`config.mk`:
```
export PLATFORM = sky130hd
export DESIGN_NAME = form_field_extract_decode
export DESIGN_NICKNAME = d
export VERILOG_FILES = /design/src/hw/rtl/ffed_pkg.sv /design/src/hw/rtl/form_field_extract_decode.sv /design/src/hw/rtl/ffed_cell.sv /design/src/hw/rtl/ffed_decode.sv /design/src/hw/rtl/ffed_queue.sv
export SDC_FILE = /design/constraint.sdc
export NUM_CORES = 1
export LEC_CHECK = 0
export ABC_AREA = 1
export BUFFER_PORTS_ARGS = -buffer_cell sky130_fd_sc_hd__buf_4
export CORE_MARGIN = 8
export CORE_UTILIZATION = 35
export CTS_CLUSTER_DIAMETER = 50
export DETAILED_ROUTE_END_ITERATION = 8
export HOLD_SLACK_MARGIN = 0.02
export SKIP_LAST_GASP = 1
export SLEW_MARGIN = 40
export SYNTH_ARGS = -nofsm -noshare
export SYNTH_HDL_FRONTEND = slang
export SYNTH_SLANG_ARGS = --single-unit
```
`constraint.sdc`:
```
create_clock -name i_clk -period 14.3 [get_ports i_clk]
set_input_delay 2.86 -clock i_clk [delete_from_list [all_inputs] [get_ports i_clk]]
set_output_delay 2.86 -clock i_clk [all_outputs]
set_load 0.01 [all_outputs]
```
`src/hw/rtl/ffed_pkg.sv`:
```
// Shared types, constants and helpers for the form field extract/decode block.
// No dependencies; imported by every module of the block except ffed_cell.
package ffed_pkg;

    localparam int KEY_MAX_DEF   = 8;
    localparam int RAW_LIMIT_DEF = 192;

    localparam int KEY_W      = 64;
    localparam int CFG_DATA_W = 64;
    localparam int CFG_IDX_W  = 2;
    localparam int KLEN_CFG_W = 4;
    localparam int OLIM_W     = 8;

    localparam logic [KLEN_CFG_W-1:0] KEY_LEN_RST   = 4'd4;
    localparam logic [OLIM_W-1:0]     OUT_LIMIT_RST = 8'd96;

    // most result words one body byte can cause: three decoded bytes and the done word
    localparam int MAX_RES = 4;
    localparam int CAND_N  = 5;
    localparam int Q_DEPTH = 8;
    localparam int QAW     = $clog2(Q_DEPTH);
    localparam int QCW     = $clog2(Q_DEPTH + 1);

    localparam logic [7:0] CH_PLUS  = 8'h2B;
    localparam logic [7:0] CH_PCT   = 8'h25;
    localparam logic [7:0] CH_AMP   = 8'h26;
    localparam logic [7:0] CH_EQ    = 8'h3D;
    localparam logic [7:0] CH_SPACE = 8'h20;

    typedef enum logic [CFG_IDX_W-1:0] {
        CFG_KEY_CHARS  = 2'd0,
        CFG_KEY_LENGTH = 2'd1,
        CFG_OUT_LIMIT  = 2'd2
    } t_cfg_idx;

    typedef enum logic [1:0] {
        PH_SEARCH = 2'd0,
        PH_EQUALS = 2'd1,
        PH_VALUE  = 2'd2,
        PH_DONE   = 2'd3
    } t_phase;

    typedef enum logic [1:0] {
        ESC_NONE = 2'd0,
        ESC_PCT  = 2'd1,
        ESC_HEX1 = 2'd2
    } t_esc;

    typedef logic [2:0] t_cnt;

    typedef struct packed {
        logic [7:0] out_byte;
        logic       byte_valid;
        logic       found;
        logic       done_res;
    } t_result;

    typedef struct packed {
        logic hit;
        logic amp_before;
    } t_win;

    function automatic logic is_hex(input logic [7:0] c);
        return (c >= 8'h30 && c <= 8'h39) || (c >= 8'h41 && c <= 8'h46) ||
               (c >= 8'h61 && c <= 8'h66);
    endfunction

    function automatic logic [3:0] hex_nib(input logic [7:0] c);
        logic [7:0] v;
        if (c >= 8'h30 && c <= 8'h39) begin
            v = c - 8'h30;
        end else if (c >= 8'h41 && c <= 8'h46) begin
            v = c - 8'h37;
        end else begin
            v = c - 8'h57;
        end
        return v[3:0];
    endfunction

endpackage

```
`src/hw/rtl/form_field_extract_decode.sv`:
```
// Form field extract/decode: one body byte per cycle in while o_stall is low,
// one result word per cycle out while i_stall is low, via a register queue.
// A byte is taken every cycle while the result queue has room for four words;
// bytes causing several words are paced by the one-word-per-cycle output.
// Synchronous reset restores registers and body state at once.
module form_field_extract_decode #(
    parameter int KEY_MAX   = ffed_pkg::KEY_MAX_DEF,
    parameter int RAW_LIMIT = ffed_pkg::RAW_LIMIT_DEF
) (
    input  logic                            i_clk,
    input  logic                            i_rst_n,
    input  logic                            i_cfg_we,
    input  logic [ffed_pkg::CFG_IDX_W-1:0]  i_cfg_idx,
    input  logic [ffed_pkg::CFG_DATA_W-1:0] i_cfg_data,
    input  logic                            i_valid,
    output logic                            o_stall,
    input  logic [7:0]                      i_body_byte,
    input  logic                            i_body_last,
    output logic                            o_valid,
    input  logic                            i_stall,
    output logic [7:0]                      o_out_byte,
    output logic                            o_byte_valid,
    output logic                            o_found,
    output logic                            o_done_res
);
    import ffed_pkg::*;

    localparam int KW = $clog2(KEY_MAX + 1);

    logic [KEY_W-1:0]      r_key;
    logic [KLEN_CFG_W-1:0] r_klen;
    logic [OLIM_W-1:0]     r_out_limit;

    logic [KW-1:0] klen;
    logic          acc, q_room, q_valid;
    logic [7:0]    cell_q   [KEY_MAX+1];
    logic [7:0]    cell_key [KEY_MAX+1];
    logic          cell_act [KEY_MAX+1];
    logic [KEY_MAX:0] cell_hit;
    logic [KW-1:0] sel;
    t_win          win;
    t_result       res [MAX_RES];
    t_result       head;
    t_cnt          push_cnt;

    always_ff @(posedge i_clk) begin
        if (!i_rst_n) begin
            r_key       <= '0;
            r_klen      <= KEY_LEN_RST;
            r_out_limit <= OUT_LIMIT_RST;
        end else if (i_cfg_we) begin
            case (t_cfg_idx'(i_cfg_idx))
                CFG_KEY_CHARS:  r_key       <= i_cfg_data[KEY_W-1:0];
                CFG_KEY_LENGTH: r_klen      <= i_cfg_data[KLEN_CFG_W-1:0];
                CFG_OUT_LIMIT:  r_out_limit <= i_cfg_data[OLIM_W-1:0];
                default: ;
            endcase
        end
    end

    always_comb begin
        if (r_klen == '0) begin
            klen = KW'(1);
        end else if (r_klen > KLEN_CFG_W'(KEY_MAX)) begin
            klen = KW'(KEY_MAX);
        end else begin
            klen = KW'(r_klen);
        end
    end

    assign acc     = i_valid && !o_stall;
    assign o_stall = !q_room;

    // key byte for each cell: cell j lines up with key byte klen-1-j
    always_comb begin
        sel = '0;
        for (int j = 0; j <= KEY_MAX; j++) begin
            cell_act[j] = (KW'(j) < klen);
            sel         = cell_act[j] ? klen - KW'(j) - 1'b1 : '0;
            cell_key[j] = r_key[8*sel +: 8];
        end
    end

    for (genvar j = 0; j <= KEY_MAX; j++) begin : g_cell
        logic [7:0] din;
        if (j == 0) begin : g_head
            assign din = i_body_byte;
        end else begin : g_link
            assign din = cell_q[j-1];
        end
        ffed_cell u_cell (
            .i_clk    (i_clk),
            .i_rst_n  (i_rst_n),
            .i_shift  (acc),
            .i_clear  (acc && i_body_last),
            .i_din    (din),
            .i_key    (cell_key[j]),
            .i_active (cell_act[j]),
            .o_q      (cell_q[j]),
            .o_hit    (cell_hit[j])
        );
    end

    assign win.hit        = &cell_hit;
    assign win.amp_before = (cell_q[klen - 1'b1] == CH_AMP);

    ffed_decode #(
        .KEY_MAX   (KEY_MAX),
        .RAW_LIMIT (RAW_LIMIT)
    ) u_decode (
        .i_clk       (i_clk),
        .i_rst_n     (i_rst_n),
        .i_acc       (acc),
        .i_byte      (i_body_byte),
        .i_last      (i_body_last),
        .i_win       (win),
        .i_klen      (klen),
        .i_out_limit (r_out_limit),
        .o_res       (res),
        .o_push_cnt  (push_cnt)
    );

    ffed_queue u_queue (
        .i_clk      (i_clk),
        .i_rst_n    (i_rst_n),
        .i_push_cnt (push_cnt),
        .i_data     (res),
        .i_pop      (q_valid && !i_stall),
        .o_head     (head),
        .o_valid    (q_valid),
        .o_room     (q_room)
    );

    assign o_valid      = q_valid;
    assign o_out_byte   = head.out_byte;
    assign o_byte_valid = head.byte_valid;
    assign o_found      = head.found;
    assign o_done_res   = head.done_res;

endmodule

```
`src/hw/rtl/ffed_cell.sv`:
```
// One window cell: holds one recent body byte, passes it on to the next cell
// and compares its incoming byte against its key byte. Depends on nothing.
module ffed_cell (
    input  logic       i_clk,
    input  logic       i_rst_n,
    input  logic       i_shift,
    input  logic       i_clear,
    input  logic [7:0] i_din,
    input  logic [7:0] i_key,
    input  logic       i_active,
    output logic [7:0] o_q,
    output logic       o_hit
);
    logic [7:0] r_q;

    always_ff @(posedge i_clk) begin
        if (!i_rst_n) begin
            r_q <= '0;
        end else if (i_clear) begin
            r_q <= '0;
        end else if (i_shift) begin
            r_q <= i_din;
        end
    end

    assign o_q   = r_q;
    assign o_hit = !i_active || (i_din == i_key);

endmodule

```
`src/hw/rtl/ffed_decode.sv`:
```
// Phase sequencer and URL decoder: key/equals checks, value limits, escapes
// and output limit. Produces up to MAX_RES result words per byte. Uses ffed_pkg.
module ffed_decode #(
    parameter int KEY_MAX   = ffed_pkg::KEY_MAX_DEF,
    parameter int RAW_LIMIT = ffed_pkg::RAW_LIMIT_DEF
) (
    input  logic                              i_clk,
    input  logic                              i_rst_n,
    input  logic                              i_acc,
    input  logic [7:0]                        i_byte,
    input  logic                              i_last,
    input  ffed_pkg::t_win                    i_win,
    input  logic [$clog2(KEY_MAX+1)-1:0]      i_klen,
    input  logic [ffed_pkg::OLIM_W-1:0]       i_out_limit,
    output ffed_pkg::t_result                 o_res [ffed_pkg::MAX_RES],
    output ffed_pkg::t_cnt                    o_push_cnt
);
    import ffed_pkg::*;

    localparam int PW = $clog2(KEY_MAX + 2);
    localparam int RW = $clog2(RAW_LIMIT);
    localparam logic [PW-1:0] POS_SAT = PW'(KEY_MAX + 1);

    t_phase        r_phase, n_phase;
    t_esc          r_esc, n_esc;
    logic [7:0]    r_fh, n_fh;
    logic [RW-1:0] r_raw, n_raw;
    logic [PW-1:0] r_pos, n_pos;
    logic [7:0]    r_emit, n_emit;
    logic          r_found, n_found;

    logic          is_amp, in_val, raw_hit, flush_now;
    logic [RW-1:0] raw_inc;
    logic [PW-1:0] klen_ext;

    t_esc          dec_esc, esc_mid;
    logic [7:0]    dec_fh, fh_mid;
    logic [7:0]    d [3];
    logic [1:0]    nd;
    logic          plain;

    logic [7:0]    cand [CAND_N];
    t_cnt          ncand, allowed;
    logic [7:0]    lim1, room;

    assign is_amp   = (i_byte == CH_AMP);
    assign in_val   = (r_phase == PH_VALUE);
    assign raw_inc  = r_raw + 1'b1;
    assign raw_hit  = in_val && !is_amp && (raw_inc >= RW'(RAW_LIMIT - 1));
    assign flush_now = in_val && (is_amp || raw_hit || i_last);
    assign klen_ext = PW'(i_klen);
    assign n_pos    = (r_pos == POS_SAT) ? r_pos : r_pos + 1'b1;

    // byte decode against the pending escape
    always_comb begin
        dec_esc = r_esc;
        dec_fh  = r_fh;
        d       = '{default: '0};
        nd      = '0;
        plain   = 1'b0;
        case (r_esc)
            ESC_PCT: begin
                if (is_hex(i_byte)) begin
                    dec_esc = ESC_HEX1;
                    dec_fh  = i_byte;
                end else begin
                    d[0]  = CH_PCT;
                    nd    = 2'd1;
                    plain = 1'b1;
                end
            end
            ESC_HEX1: begin
                if (is_hex(i_byte)) begin
                    d[0]    = {hex_nib(r_fh), hex_nib(i_byte)};
                    nd      = 2'd1;
                    dec_esc = ESC_NONE;
                end else begin
                    d[0]  = CH_PCT;
                    d[1]  = r_fh;
                    nd    = 2'd2;
                    plain = 1'b1;
                end
            end
            default: plain = 1'b1;
        endcase
        if (plain) begin
            dec_esc = ESC_NONE;
            if (i_byte == CH_PLUS) begin
                d[nd] = CH_SPACE;
                nd    = nd + 1'b1;
            end else if (i_byte == CH_PCT) begin
                dec_esc = ESC_PCT;
            end else begin
                d[nd] = i_byte;
                nd    = nd + 1'b1;
            end
        end
    end

    assign esc_mid = is_amp ? r_esc : dec_esc;
    assign fh_mid  = is_amp ? r_fh : dec_fh;

    // next state
    always_comb begin
        n_phase = r_phase;
        n_esc   = r_esc;
        n_fh    = r_fh;
        n_raw   = r_raw;
        n_found = r_found;
        case (r_phase)
            PH_SEARCH: begin
                if (n_pos >= klen_ext && i_win.hit) begin
                    n_phase = (n_pos == klen_ext || i_win.amp_before) ? PH_EQUALS : PH_DONE;
                end
            end
            PH_EQUALS: begin
                if (i_byte == CH_EQ) begin
                    n_phase = PH_VALUE;
                    n_found = 1'b1;
                end else begin
                    n_phase = PH_DONE;
                end
            end
            PH_VALUE: begin
                n_fh  = fh_mid;
                n_esc = flush_now ? ESC_NONE : esc_mid;
                if (!is_amp) begin
                    n_raw = raw_inc;
                end
                if (is_amp || raw_hit) begin
                    n_phase = PH_DONE;
                end
            end
            default: n_phase = PH_DONE;
        endcase
    end

    // candidate bytes, output limit, result words
    always_comb begin
        cand  = '{default: '0};
        ncand = '0;
        if (in_val && !is_amp) begin
            for (int i = 0; i < 3; i++) begin
                cand[i] = d[i];
            end
            ncand = t_cnt'(nd);
        end
        if (flush_now && esc_mid != ESC_NONE) begin
            cand[ncand] = CH_PCT;
            ncand       = ncand + 1'b1;
            if (esc_mid == ESC_HEX1) begin
                cand[ncand] = fh_mid;
                ncand       = ncand + 1'b1;
            end
        end
        lim1    = i_out_limit - 1'b1;
        room    = (i_out_limit == '0 || r_emit >= lim1) ? '0 : lim1 - r_emit;
        allowed = (room < 8'(ncand)) ? room[2:0] : ncand;
        n_emit  = r_emit + 8'(allowed);
        for (int i = 0; i < MAX_RES; i++) begin
            if (t_cnt'(i) < allowed) begin
                o_res[i] = '{out_byte: cand[i], byte_valid: 1'b1, found: 1'b0, done_res: 1'b0};
            end else begin
                o_res[i] = '{out_byte: 8'h00, byte_valid: 1'b0, found: n_found, done_res: 1'b1};
            end
        end
        o_push_cnt = i_acc ? allowed + t_cnt'(i_last) : '0;
    end

    always_ff @(posedge i_clk) begin
        if (!i_rst_n || (i_acc && i_last)) begin
            r_phase <= PH_SEARCH;
            r_esc   <= ESC_NONE;
            r_fh    <= '0;
            r_raw   <= '0;
            r_pos   <= '0;
            r_emit  <= '0;
            r_found <= 1'b0;
        end else if (i_acc) begin
            r_phase <= n_phase;
            r_esc   <= n_esc;
            r_fh    <= n_fh;
            r_raw   <= n_raw;
            r_pos   <= n_pos;
            r_emit  <= n_emit;
            r_found <= n_found;
        end
    end

endmodule

```
`src/hw/rtl/ffed_queue.sv`:
```
// Result word queue: takes up to MAX_RES words per cycle, gives one per cycle when popped.
// Register array of Q_DEPTH entries. Uses ffed_pkg.
module ffed_queue (
    input  logic              i_clk,
    input  logic              i_rst_n,
    input  ffed_pkg::t_cnt    i_push_cnt,
    input  ffed_pkg::t_result i_data [ffed_pkg::MAX_RES],
    input  logic              i_pop,
    output ffed_pkg::t_result o_head,
    output logic              o_valid,
    output logic              o_room
);
    import ffed_pkg::*;

    t_result        r_mem [Q_DEPTH];
    logic [QAW-1:0] r_wr, r_rd;
    logic [QCW-1:0] r_cnt;
    logic [QAW-1:0] wr_addr [MAX_RES];

    always_comb begin
        for (int k = 0; k < MAX_RES; k++) begin
            wr_addr[k] = r_wr + QAW'(k);
        end
    end

    assign o_head  = r_mem[r_rd];
    assign o_valid = (r_cnt != '0);
    assign o_room  = (r_cnt <= QCW'(Q_DEPTH - MAX_RES));

    always_ff @(posedge i_clk) begin
        for (int k = 0; k < MAX_RES; k++) begin
            if (t_cnt'(k) < i_push_cnt) begin
                r_mem[wr_addr[k]] <= i_data[k];
            end
        end
    end

    always_ff @(posedge i_clk) begin
        if (!i_rst_n) begin
            r_wr  <= '0;
            r_rd  <= '0;
            r_cnt <= '0;
        end else begin
            r_wr  <= r_wr + QAW'(i_push_cnt);
            r_rd  <= r_rd + QAW'(i_pop);
            r_cnt <= r_cnt + QCW'(i_push_cnt) - QCW'(i_pop);
        end
    end

endmodule

```
==> run summary <==
reg2reg setup slack = 7.69 ns
hold depth = 1
Post-synth top flop = dfxtp_1
Final Slew Violations = 0
total power = 0.00294 W
NumNets Final = 3402
worst setup margin = 5.33 ns
Boundary Pins = 93
dpl ws = 4.85 ns
Finished Core Util = 0.399
DRT met1 WL = 36800 um
Synth async-reset ratio = 0
Synth cell types = 60
H-tree levels = 2
period utilization = 0.627
WHS Endpoint = u_decode.r_emit[7]
initial antenna violation count = 4
FF-to-FF Start = u_decode.r_raw[0]
maximum cell stage delay along the critical path = 0.64 ns
Clock Tree Buf Depth = 3
uppermost layer routed = met5
Final ANT Viol Nets = 0
ranking of synthesized cells by area = dfxtp_1, edfxtp_1, nand2_1, o21ai_0, nand3_1
number of global-route vias before repair = 21200
Worst Reg2Reg Path Length in Cells = 31
first-pass GRT wire length = 133000 um
latest clock arrival within the worst-skew pair = 0.58 ns
Hold WC Path Type = register to register
worst r2r dst = u_queue.r_mem[7][9]
Core Region = 60400 um^2
syn avg cell area = 6.57 um^2
PD cells = 122 nW/um^2
Psw = 0.00113 W
share of post-route cells with drive strength above 1 = 0.0949
cell area after layout = 24100 um^2
XOR/XNOR Fraction of Synth Area = 0.0361
CP Max Fanout = 79
Synth top area share = 0.179
Synth Warn # = 0
Placed Area = 22600 um^2
Crit path max-delay family = simple AND/OR/NAND/NOR gates
number of flops mapped to enable cells by yosys = 88
main combinational cell family by area after synthesis = simple AND/OR/NAND/NOR gates
Vias/cell = 5.72
critical path class = primary input to register
Pint = 0.00181 W
DIE WIDTH = 263 um
slowest stage cell on the critical path = buf_4
WL final = 88600 um
max-cap check violation count = 0
RSZ-0062 raised after global routing = false
Routed WL per cell = 21.8 um
outcome = complete, no violations
WL met3 = 9340 um
Setup Skew = 0.0396 ns
Initial Util = 0.354
leak pwr = 9.99 nW
Comb power frac = 0.323
Worst-path clk slew = 0.06 ns
switching share of power = 0.384
clock network fraction of design power = 0.366
DRT iter0 DRCs = 3137
mux contribution to synthesized area = 0
CP bufs+invs = 8
hpwl dp = 65200 um
Crit. End Element = register
Final Hold Viols = 0
DIE HEIGHT = 263 um
Mapped Nets = 3394
Synth Area in Compound Gates = 0.226
CP arrival = 9.18 ns
Rows = 90
cell taking the most area after synthesis = dfxtp_1
setup bufs post-CTS = 0
Syn Std Cell Area = 21300 um^2
CTS tree = built
# hold bufs at CTS = 0
DIE AREA = 69100 um^2
maximum vdd drop = 0.107 mV
fin crit period = 8.97 ns
GRT Resource Usage Total = 0.245
CTS Buf Count = 41
Synth Area in Simple Gates = 0.297
IO buf count = 92
Max Freq = 112 MHz
setup_tns = 0 ns
flops & latches, synth = 279
sequential power share = 0.311
most frequent CP cell = nand2_1
placer congestion estimate = 1.08
PostCTS Resize Cnt = 0
global route total overflow = 0
# DRC = 0
sequential area share after synthesis = 0.303
metal2 WL = 37600 um
Worst Path Required = 14.52 ns
Hold Startpoint = u_decode.r_emit[6]
area delta synth->final = 12.9%
Synth Area in Adders = 0.0401
DR vias = 23300
Worst-Margin Slew = 0.902 ns
Sink Count = 279
Cells after Synth = 3248
worst rel slew slack = 0.392
largest net degree at the start of global routing = 109
Final setup viols = 0
CTS Root Cell = clkbuf_16
Startpoint Class = primary input
drt pass-1 iters = 6
worst max-delay path by stage:
stage                         startpoint                   to  slack, ns  cells after the start
after CTS                 i_body_byte[1]  u_queue.r_mem[2][1]       5.47                     37
after floorplan           i_body_byte[0]  u_queue.r_mem[0][0]       6.36                     35
final                     i_body_byte[1]  u_queue.r_mem[7][9]       5.33                     37
after detailed placement  i_body_byte[1]  u_queue.r_mem[2][1]       4.85                     37
after global routing      i_body_byte[1]  u_queue.r_mem[2][0]       4.78                     36
after global placement    i_body_byte[1]  u_queue.r_mem[2][0]       4.97                     37
power groups by stage:
stage | logic (W) | clock network [W] | registers, W
after floorplan | 0.000623 | 0 | 0.000909
after global placement | 0.000928 | 0 | 0.000931
after detailed placement | 0.000931 | 0 | 0.000930
after CTS | 0.000935 | 0.00110 | 0.000914
after global routing | 0.00104 | 0.00113 | 0.000919
final | 0.000950 | 0.00108 | 0.000916
worst reg2reg max path, delay by kind of cell, from the launching register on:
kind | cells | cell delay (ns)
fa+ha+maj | 4 | 0.87
simple gates | 18 | 2.81
flops | 1 | 0.47
buf+inv | 6 | 1.25
xor+xnor | 1 | 0.19
compound gates | 2 | 0.68
Yosys cell counts (29+ instances only):
| master | n |
|---|---|
| nand2_1 | 666 |
| inv_1 | 321 |
| o21ai_0 | 366 |
| nand2_2 | 32 |
| edfxtp_1 | 88 |
| nor2_1 | 285 |
| xor2_1 | 64 |
| nand3_1 | 319 |
| clkbuf_1 | 118 |
| dfxtp_1 | 191 |
| ha_1 | 62 |
| a21oi_1 | 307 |
| nor3_1 | 29 |
| o211ai_1 | 68 |
cell usage in the layout (no fill, tap or decap), drive strengths merged, types with 2 or more instances in the layout:
master / Yosys / final
o2111ai: 11 / 11
a22oi: 3 / 3
clkinv: 4 / 15
o221ai: 11 / 11
o311ai: 5 / 5
nand3: 325 / 325
nand2: 701 / 701
fa: 4 / 4
o32ai: 3 / 3
o21ai: 379 / 379
xnor2: 24 / 24
nand3b: 6 / 6
nor2: 304 / 304
nor4: 20 / 20
o22ai: 28 / 28
dfxtp: 191 / 191
xor2: 64 / 64
clkbuf: 118 / 53
bufinv: 0 / 5
inv: 348 / 355
o31ai: 6 / 6
nand4: 29 / 29
o22a: 3 / 3
or2: 9 / 9
ha: 62 / 62
a211oi: 7 / 7
a31oi: 23 / 23
a32oi: 2 / 2
buf: 46 / 129
o41ai: 5 / 5
and3: 2 / 2
nor3: 31 / 31
o21a: 4 / 4
edfxtp: 88 / 88
a21oi: 307 / 307
o211ai: 68 / 68
cells by family (layout without fill, tap and decap cells):
family	after synthesis	after routing
AOI/OAI and AO/OA	872	872
xor gates and xnor gates	88	88
adders and majority gates	66	66
buffers and inverters	516	557
DFF	279	279
other	0	1
and+or+nand+nor	1427	1427
per-stage QoR:
step / instances / hold WS (ns)
final: 4072 / 0.431
after floorplan: 3248 / 0.412
after CTS: 4071 / 0.434
after detailed placement: 3995 / 0.432
after global placement: 3994 / 0.421
after global routing: 4071 / 0.441
area by class of cell:
type                            instances  area (um^2)
Fill cell                            6512        36300
Multi-Input combinational cell       2453        12900
Sequential cell                       279         6470
Inverter                              352         1330
Clock buffer                           53         1130
Timing Repair Buffer                  129          980
Tap cell                              782          978
Clock inverter                         23          329
Antenna cell                            1         2.50
state kept, by name, indices dropped and copies added (netlist names), 2 cells and up:
name / cells
u_queue.r_mem: 88
g_cell.u_cell.o_q: 72
r_key: 64
r_out_limit: 8
u_decode.r_emit: 8
u_decode.r_fh: 8
u_decode.r_raw: 8
r_klen: 4
u_decode.r_pos: 4
u_queue.r_cnt: 4
u_queue.r_rd: 3
u_queue.r_wr: 3
u_decode.r_esc: 2
u_decode.r_phase: 2
layer usage:
metal | vias up | GRT usage
met5 | - | 0
met4 | 6 | 0.122
met3 | 283 | 0.0606
met2 | 1270 | 0.370
met1 | 10700 | 0.324
li1 | 11100 | -
No activity file was read; power rests on OpenSTA's default activity.
